## config.mk

```make
export PLATFORM = sky130hd
export DESIGN_NAME = sqm_ctrl
export DESIGN_NICKNAME = d
export VERILOG_FILES = /design/src/hdl/sqm_pkg.sv /design/src/hdl/sqm_ctrl.sv
export SDC_FILE = /design/constraint.sdc
export NUM_CORES = 1
export LEC_CHECK = 0
export ABC_AREA = 0
export BUFFER_PORTS_ARGS = -buffer_cell sky130_fd_sc_hd__buf_2
export CAP_MARGIN = 5
export CELL_PAD_IN_SITES_DETAIL_PLACEMENT = 0
export CELL_PAD_IN_SITES_GLOBAL_PLACEMENT = 1
export CORE_AREA = 2 2 39 41
export DETAILED_ROUTE_END_ITERATION = 7
export DIE_AREA = 0 0 41 43
export HOLD_SLACK_MARGIN = 0.1
export PLACE_DENSITY = 0.58
export SLEW_MARGIN = 40
export SYNTH_ARGS = -nofsm -noshare
export SYNTH_HDL_FRONTEND = slang
export SYNTH_SLANG_ARGS = --single-unit
```

## constraint.sdc

```tcl
create_clock -name clk -period 3.3 [get_ports clk]
set_input_delay 0.165 -clock clk [delete_from_list [all_inputs] [get_ports clk]]
set_output_delay 0.165 -clock clk [all_outputs]
set_load 0.005 [all_outputs]
```

## src/hdl/sqm_pkg.sv

```systemverilog
`timescale 1ns / 1ps
// Shared constants, codes and control types of the subsequence query matcher.
// No dependencies.
package sqm_pkg;

  localparam int SEQ_DEPTH  = 1024;
  localparam int VALUE_BITS = 20;
  localparam int ADDR_BITS  = (SEQ_DEPTH > 1) ? $clog2(SEQ_DEPTH) : 1;
  localparam int LEN_BITS   = $clog2(SEQ_DEPTH + 1);
  localparam int KIND_BITS  = 2;

  typedef enum logic [KIND_BITS-1:0] {
    KIND_APPEND  = 2'd0,
    KIND_ELEMENT = 2'd1,
    KIND_END     = 2'd2,
    KIND_CLEAR   = 2'd3
  } kind_t;

  typedef enum logic [1:0] {
    ST_IDLE,
    ST_SCAN,
    ST_EMIT
  } state_t;

  // controller -> datapath
  typedef struct packed {
    logic append;
    logic clear;
    logic start_elem;
    logic issue;
    logic take_hit;
    logic mark_fail;
    logic end_query;
    logic emit;
  } sqm_cmd_t;

  // datapath -> controller
  typedef struct packed {
    logic hit;
    logic exhausted;
    logic failed;
  } sqm_sts_t;

endpackage

```

## src/hdl/sqm_ctrl.sv

```systemverilog
`timescale 1ns / 1ps
// Controller: decodes input beats, sequences the element scan and the
// result hand-off, owns the output valid flag. Depends on sqm_pkg.
module sqm_ctrl (
  input  logic                          clk,
  input  logic                          rst,
  input  logic                          in_valid,
  input  logic [sqm_pkg::KIND_BITS-1:0] in_kind,
  output logic                          in_ready,
  output logic                          out_valid,
  input  logic                          out_ready,
  input  sqm_pkg::sqm_sts_t             sts,
  output sqm_pkg::sqm_cmd_t             cmd
);
  import sqm_pkg::*;

  state_t state;
  state_t state_next;
  logic   out_valid_next;
  kind_t  kind;

  assign kind = kind_t'(in_kind);

  always_ff @(posedge clk) begin
    if (rst) begin
      state     <= ST_IDLE;
      out_valid <= 1'b0;
    end else begin
      state     <= state_next;
      out_valid <= out_valid_next;
    end
  end

  always_comb begin
    state_next = state;
    cmd        = '0;
    in_ready   = 1'b0;
    case (state)
      ST_IDLE: begin
        in_ready = 1'b1;
        if (in_valid) begin
          case (kind)
            KIND_APPEND: cmd.append = 1'b1;
            KIND_CLEAR:  cmd.clear  = 1'b1;
            KIND_ELEMENT: begin
              // a failed query stays failed: skip the scan
              if (!sts.failed) begin
                cmd.start_elem = 1'b1;
                state_next     = ST_SCAN;
              end
            end
            KIND_END: begin
              cmd.end_query = 1'b1;
              state_next    = ST_EMIT;
            end
            default: ;
          endcase
        end
      end
      ST_SCAN: begin
        if (sts.hit) begin
          cmd.take_hit = 1'b1;
          state_next   = ST_IDLE;
        end else if (sts.exhausted) begin
          cmd.mark_fail = 1'b1;
          state_next    = ST_IDLE;
        end else begin
          cmd.issue = 1'b1;
        end
      end
      ST_EMIT: begin
        if (!out_valid || out_ready) begin
          cmd.emit   = 1'b1;
          state_next = ST_IDLE;
        end
      end
      default: state_next = ST_IDLE;
    endcase
  end

  always_comb begin
    if (cmd.emit) begin
      out_valid_next = 1'b1;
    end else if (out_ready) begin
      out_valid_next = 1'b0;
    end else begin
      out_valid_next = out_valid;
    end
  end

  a_emit_valid: assert property (@(posedge clk) disable iff (rst)
    cmd.emit |=> out_valid)
    else $error("result beat not presented after emit");

  a_scan_live: assert property (@(posedge clk) disable iff (rst)
    (state == ST_SCAN) |-> !sts.failed)
    else $error("scan running on a failed query");

  a_no_overwrite: assert property (@(posedge clk) disable iff (rst)
    (out_valid && !out_ready) |-> !cmd.emit)
    else $error("pending result beat overwritten");

endmodule

```

## Word-level counts from Yosys, hierarchy flattened

Index checks and enable logic that the tools add are counted.
Widths: inputs -> output; s select.

| cells by class | value |
|---|---|
| eq/ne operators | 10 |
| multiplexer cells | 27 |
| reduce and logical (&&, ||, !) cells | 6 |

Operators by type and width:

| cell | number |
|---|---|
| $mux 1 | 17 |
| $mux 2 | 5 |
| $mux 3 | 3 |
| $eq 2x2->1 const B | 3 |
| $ne 3x3->1 const B | 2 |
| $pmux 2 s3 | 1 |
| $reduce_and 5->1 | 1 |
| $eq 2x1->1 const B | 2 |
| $logic_not 2->1 | 2 |
| $ne 2x2->1 const B | 2 |
| $pmux 2 s2 | 1 |
| $ne 3x1->1 const B | 1 |
| $reduce_bool 2->1 | 1 |
| $logic_not 1->1 | 1 |
| $logic_or 1x1->1 | 1 |

| word-level totals | value |
|---|---|
| bits of input ports | 9 |
| bits in registers | 3 |

## Logic depth before layout (Yosys ltp)

| depth | value |
|---|---|
| depth after elaboration | 5 |
| mapped depth | 3 |
| gate-level depth less buffers | 2 |

## Worst setup path after synthesis

OpenSTA, ideal clock, no wires.

| timing | value |
|---|---|
| path type | reg2out |
| from | register state[1] |
| to | output port cmd[1] (netlist bit) |
| path slack | 2.144 ns |
| stages on the path, launching flop included | 3 |
| data arrival time | 0.991 ns |
| data required time | 3.135 ns |
| path through | dfxtp_1 -> or4b_4 -> nor2_1 |

RTL lines:

| element | RTL line | source |
|---|---|---|
| start, declared | sqm_ctrl.sv:17 | `state_t state;` |
| start signal, assigned | sqm_ctrl.sv:29 | `state <= state_next;` |
| end, declared | sqm_ctrl.sv:13 | `output sqm_pkg::sqm_cmd_t cmd` |

==> run summary <==
The Yosys step of the flow raised 0 warnings. The type of the setup path with the least slack is reg -> out. For the pin with the worst max-slew slack, the measured transition is approximately 0.4 ns. Walking the worst path, the cells encountered are or4b_4 > nor2_1 > buf_2. In this run the count of I/O pins placed on the die edge is 19.

In this run the critical register-to-register path is captured at state[1]. The hold violation total from the final report came out at 0. The first global-routing pass estimated 779 um of wire. In this run the worst path has a maximum fanout of 7. 0 antenna diodes ended up in the layout. The flip-flop and latch count after synthesis came out at 3. The worst hold path begins at rst. The number of different library cells in the post-synthesis netlist came out at 17. The placer's final routability congestion estimate came out at around 0.58. The share of synthesized area in the top cell type comes to 0.282. The share of synthesized flip-flops with an asynchronous set or reset is 0. The number of cell instances on the worst register-to-register path came out at 2. The largest total area in the synthesized netlist belongs to sky130_fd_sc_hd__dfxtp_1. The summed negative setup slack over all endpoints is 0 ns. The relative contribution of sequential cells to total power came out at 0.318. Detailed routing inserted a total of ~250 vias. Setup repair after global routing left no endpoint under its margin.

Dividing the detail-routed via count by the number of cells gives around 4. Derived from the worst setup path, the maximum achievable clock frequency is ~0.66 GHz. Of the total power, the share spent switching nets is 0.232. Signal routing reaches up to met3. The tightest min-delay check is of the in -> reg type. The final wirelength is ~530 um. The capturing element of the worst setup path is cmd[7].

The initial cell density of the core is 0.154. The number of search-and-repair iterations in the first detailed-routing pass is 3. The highest ir drop seen on vdd is roughly 0.14 mV.

The critical path capture point type is a primary output. The number of flops mapped to enable cells by yosys came out at 0. For this run the aggregate overflow at the end of global routing stands at 0. Across every metal layer, demand over resource in global routing totals 0.0681. The register-to-register setup slack came out at 2.17 ns. The reported max-cap violation count is 0. The reported net switching power is 28.0 uW.

The worst setup path is launched from a flop. Once detail routing completed, the nets flagged for antenna violations numbered 0. The number of cell rows is 14. The post-route non-filler standard cell count came out at a little over 60.

For this run, the leading register cell type out of synthesis is sky130_fd_sc_hd__dfxtp_1. The layout overhead on the synthesized area came out at 60.6%. The number of gates given a new drive strength after cts is 0. In this run the number of H-tree levels came out at 1. The leakage dissipation is about 0.17 nW. The setup-violating endpoint count in the final report came out at 0. On the worst path, the slowest cell contributes a delay of ~0.57 ns. The iteration-0 DRC count of the detailed router is 6. Setup slack on the critical path of the routed design comes to approximately 1.8 ns. The net count reported at finish came out at 55. The die span in y is ~43 um. In the post-synthesis netlist, the cell with the most instances is sky130_fd_sc_hd__nor2_1. Dividing the synthesized area by the synthesized cell count gives just under 9 um^2. The relative max-transition margin came out at 0.737. The clock slew at the register clock pins of the worst setup and hold paths is ~0.030 ns. After filler insertion, the fill cell instance count of the layout stands at approximately 160. The number of buffers inserted by hold repair at cts came out at 0. After detailed routing, the number of remaining DRC violations is 0. The share of power burned in combinational logic came out at 0.147. The critical path startpoint is state[1]. The routed design uses between 90 and 100 um of met3 wire. The half-perimeter wire length after placement came out at between 400 and 500 um.

The width of the chip is about 40 um. In this run the tool buffered the top-level ports with 18 buffer cells. In the final routing, the length of wire on met1 measures 239 um. The via count of the first global-routing pass came out at 190.

The worst hold margin came out at 0.153 ns. Once layout is complete, the utilization of the core stands at 0.247. The post-CTS setup buffer count is 0.

The layout cell share with drive strength beyond 1 is 0.533. Entering global routing, the biggest net connects 8 pins. The proportion of synthesized chip area in sequential cells is 0.282. The total core area is 1380 um^2. The longest clock path from root to sink contains 2 buffers.

The worst slack after detailed placement is between 2 and 2.5 ns. The cell with the largest stage delay on the worst path is sky130_fd_sc_hd__or4b_4. The internal power summed over all cells is 92.6 uW. After synthesis, the most frequently instantiated cells are sky130_fd_sc_hd__nor2_1, sky130_fd_sc_hd__dfxtp_1, sky130_fd_sc_hd__inv_1, sky130_fd_sc_hd__nand2b_1. The total power density per cell area came out at about 350 nW/um^2. The TritonCTS sink count is 3. The synthesized netlist net count came out at 33.

The clock insertion delay at the later pin of the skew report is ~0.23 ns. Sorting the synthesized cells by area gives the leading types as sky130_fd_sc_hd__dfxtp_1, sky130_fd_sc_hd__o32ai_2, sky130_fd_sc_hd__nor2_1. The flow ran to the end, and the final reports show no timing, DRC or antenna violations. The ratio of final minimum period to clock period came out at 0.458. The synthesized netlist occupies a cell area of around 210 um^2. The initial antenna violation count came out at 0. Data arrives at the worst endpoint at roughly 1.4 ns. The worst clock skew came out at roughly 0.00012 ns. TritonCTS built the clock tree. STA puts the critical path data required time at roughly 3.1 ns. The clock tree root driver cell is sky130_fd_sc_hd__clkbuf_4. The total met2 wirelength after detailed routing is 198 um. The final critical-path required period came out at roughly 1.5 ns. The startpoint of the worst-slack reg-to-reg timing path is state[1]. The share of total power dissipated in the clock network is 0.535. The floorplan step defined a die boundary enclosing roughly 1800 um^2. Synthesis produced 24 cells.

In the final routed layout, each cell accounts on average for approximately 8.7 um. The clock buffer count from CTS came out at 3. Once placement completed, the tool counted placed cells totaling between 50 and 60. The max-slew violation count is 0.
## sequential cells by signal, summed over array words and instances (netlist names)
name / count
out_valid: 1
state: 2
## kinds of logic (layout without fill, tap and decap cells)
group / count (synthesis) / in the layout / share of synthesized area
compound gates: 3 / 3 / 0.141
buf+inv: 3 / 24 / 0.0706
flops: 3 / 3 / 0.282
simple gates: 15 / 15 / 0.506
## critical path, delay by kind of cell (launching register included)
family,cells,cell delay (ns)
DFF,1,0.34
and+or+nand+nor,2,0.66
buffers and inverters,1,0.11
## cell usage in the layout, fill, tap and decap left out
cell type                   count
sky130_fd_sc_hd__buf_2         18
sky130_fd_sc_hd__nor2_1         4
sky130_fd_sc_hd__clkbuf_4       3
sky130_fd_sc_hd__dfxtp_1        3
sky130_fd_sc_hd__nand2b_1       2
sky130_fd_sc_hd__inv_1          2
sky130_fd_sc_hd__or2b_1         1
sky130_fd_sc_hd__nor2b_1        1
sky130_fd_sc_hd__nand4bb_1      1
sky130_fd_sc_hd__nor3_1         1
sky130_fd_sc_hd__and3b_1        1
sky130_fd_sc_hd__and4bb_2       1
sky130_fd_sc_hd__or4b_4         1
sky130_fd_sc_hd__nor4b_1        1
sky130_fd_sc_hd__or3_1          1
sky130_fd_sc_hd__o2bb2ai_1      1
sky130_fd_sc_hd__a21oi_1        1
sky130_fd_sc_hd__o32ai_2        1
sky130_fd_sc_hd__clkbuf_1       1
## routing by layer
metal  track usage  vias up
met4        0.0200        0
met5             0        -
met3        0.0628        0
li1              -      129
met2        0.0844       15
met1        0.0828      101
## area by class of cell
class | count | area (um^2) | share of cell area
sequential | 3 | 60.1 | 0.176
tap | 16 | 20.0 | 0.0586
clock buffer | 4 | 26.3 | 0.0769
multi-input combinational | 18 | 138 | 0.403
timing repair buffer | 18 | 90.1 | 0.264
inverter | 2 | 7.51 | 0.0220
## power groups by stage
stage / Combinational, mW / Clock [mW] / Sequential, mW
CTS: 0.0179 / 0.0679 / 0.0384
finish: 0.0177 / 0.0645 / 0.0384
floorplan: 0.00830 / 0 / 0.0387
global route: 0.0201 / 0.0689 / 0.0386
detailed placement: 0.0179 / 0 / 0.0389
global placement: 0.0183 / 0 / 0.0388
## worst min path at each step
stage | to | slack (ns) | cells after the start
final | out_valid | 0.15 | 2
after global routing | out_valid | 0.16 | 2
after CTS | out_valid | 0.14 | 2
after detailed placement | out_valid | 0.39 | 2
after global placement | out_valid | 0.39 | 2
after floorplan | out_valid | 0.23 | 1
## metrics by stage
| step | power (mW) | instance area (um^2) |
|---|---|---|
| after floorplan | 0.0470 | 213 |
| after global routing | 0.128 | 342 |
| final | 0.121 | 342 |
| after global placement | 0.0571 | 315 |
| after CTS | 0.124 | 342 |
| after detailed placement | 0.0568 | 315 |
(Power assumes the default switching activity.)
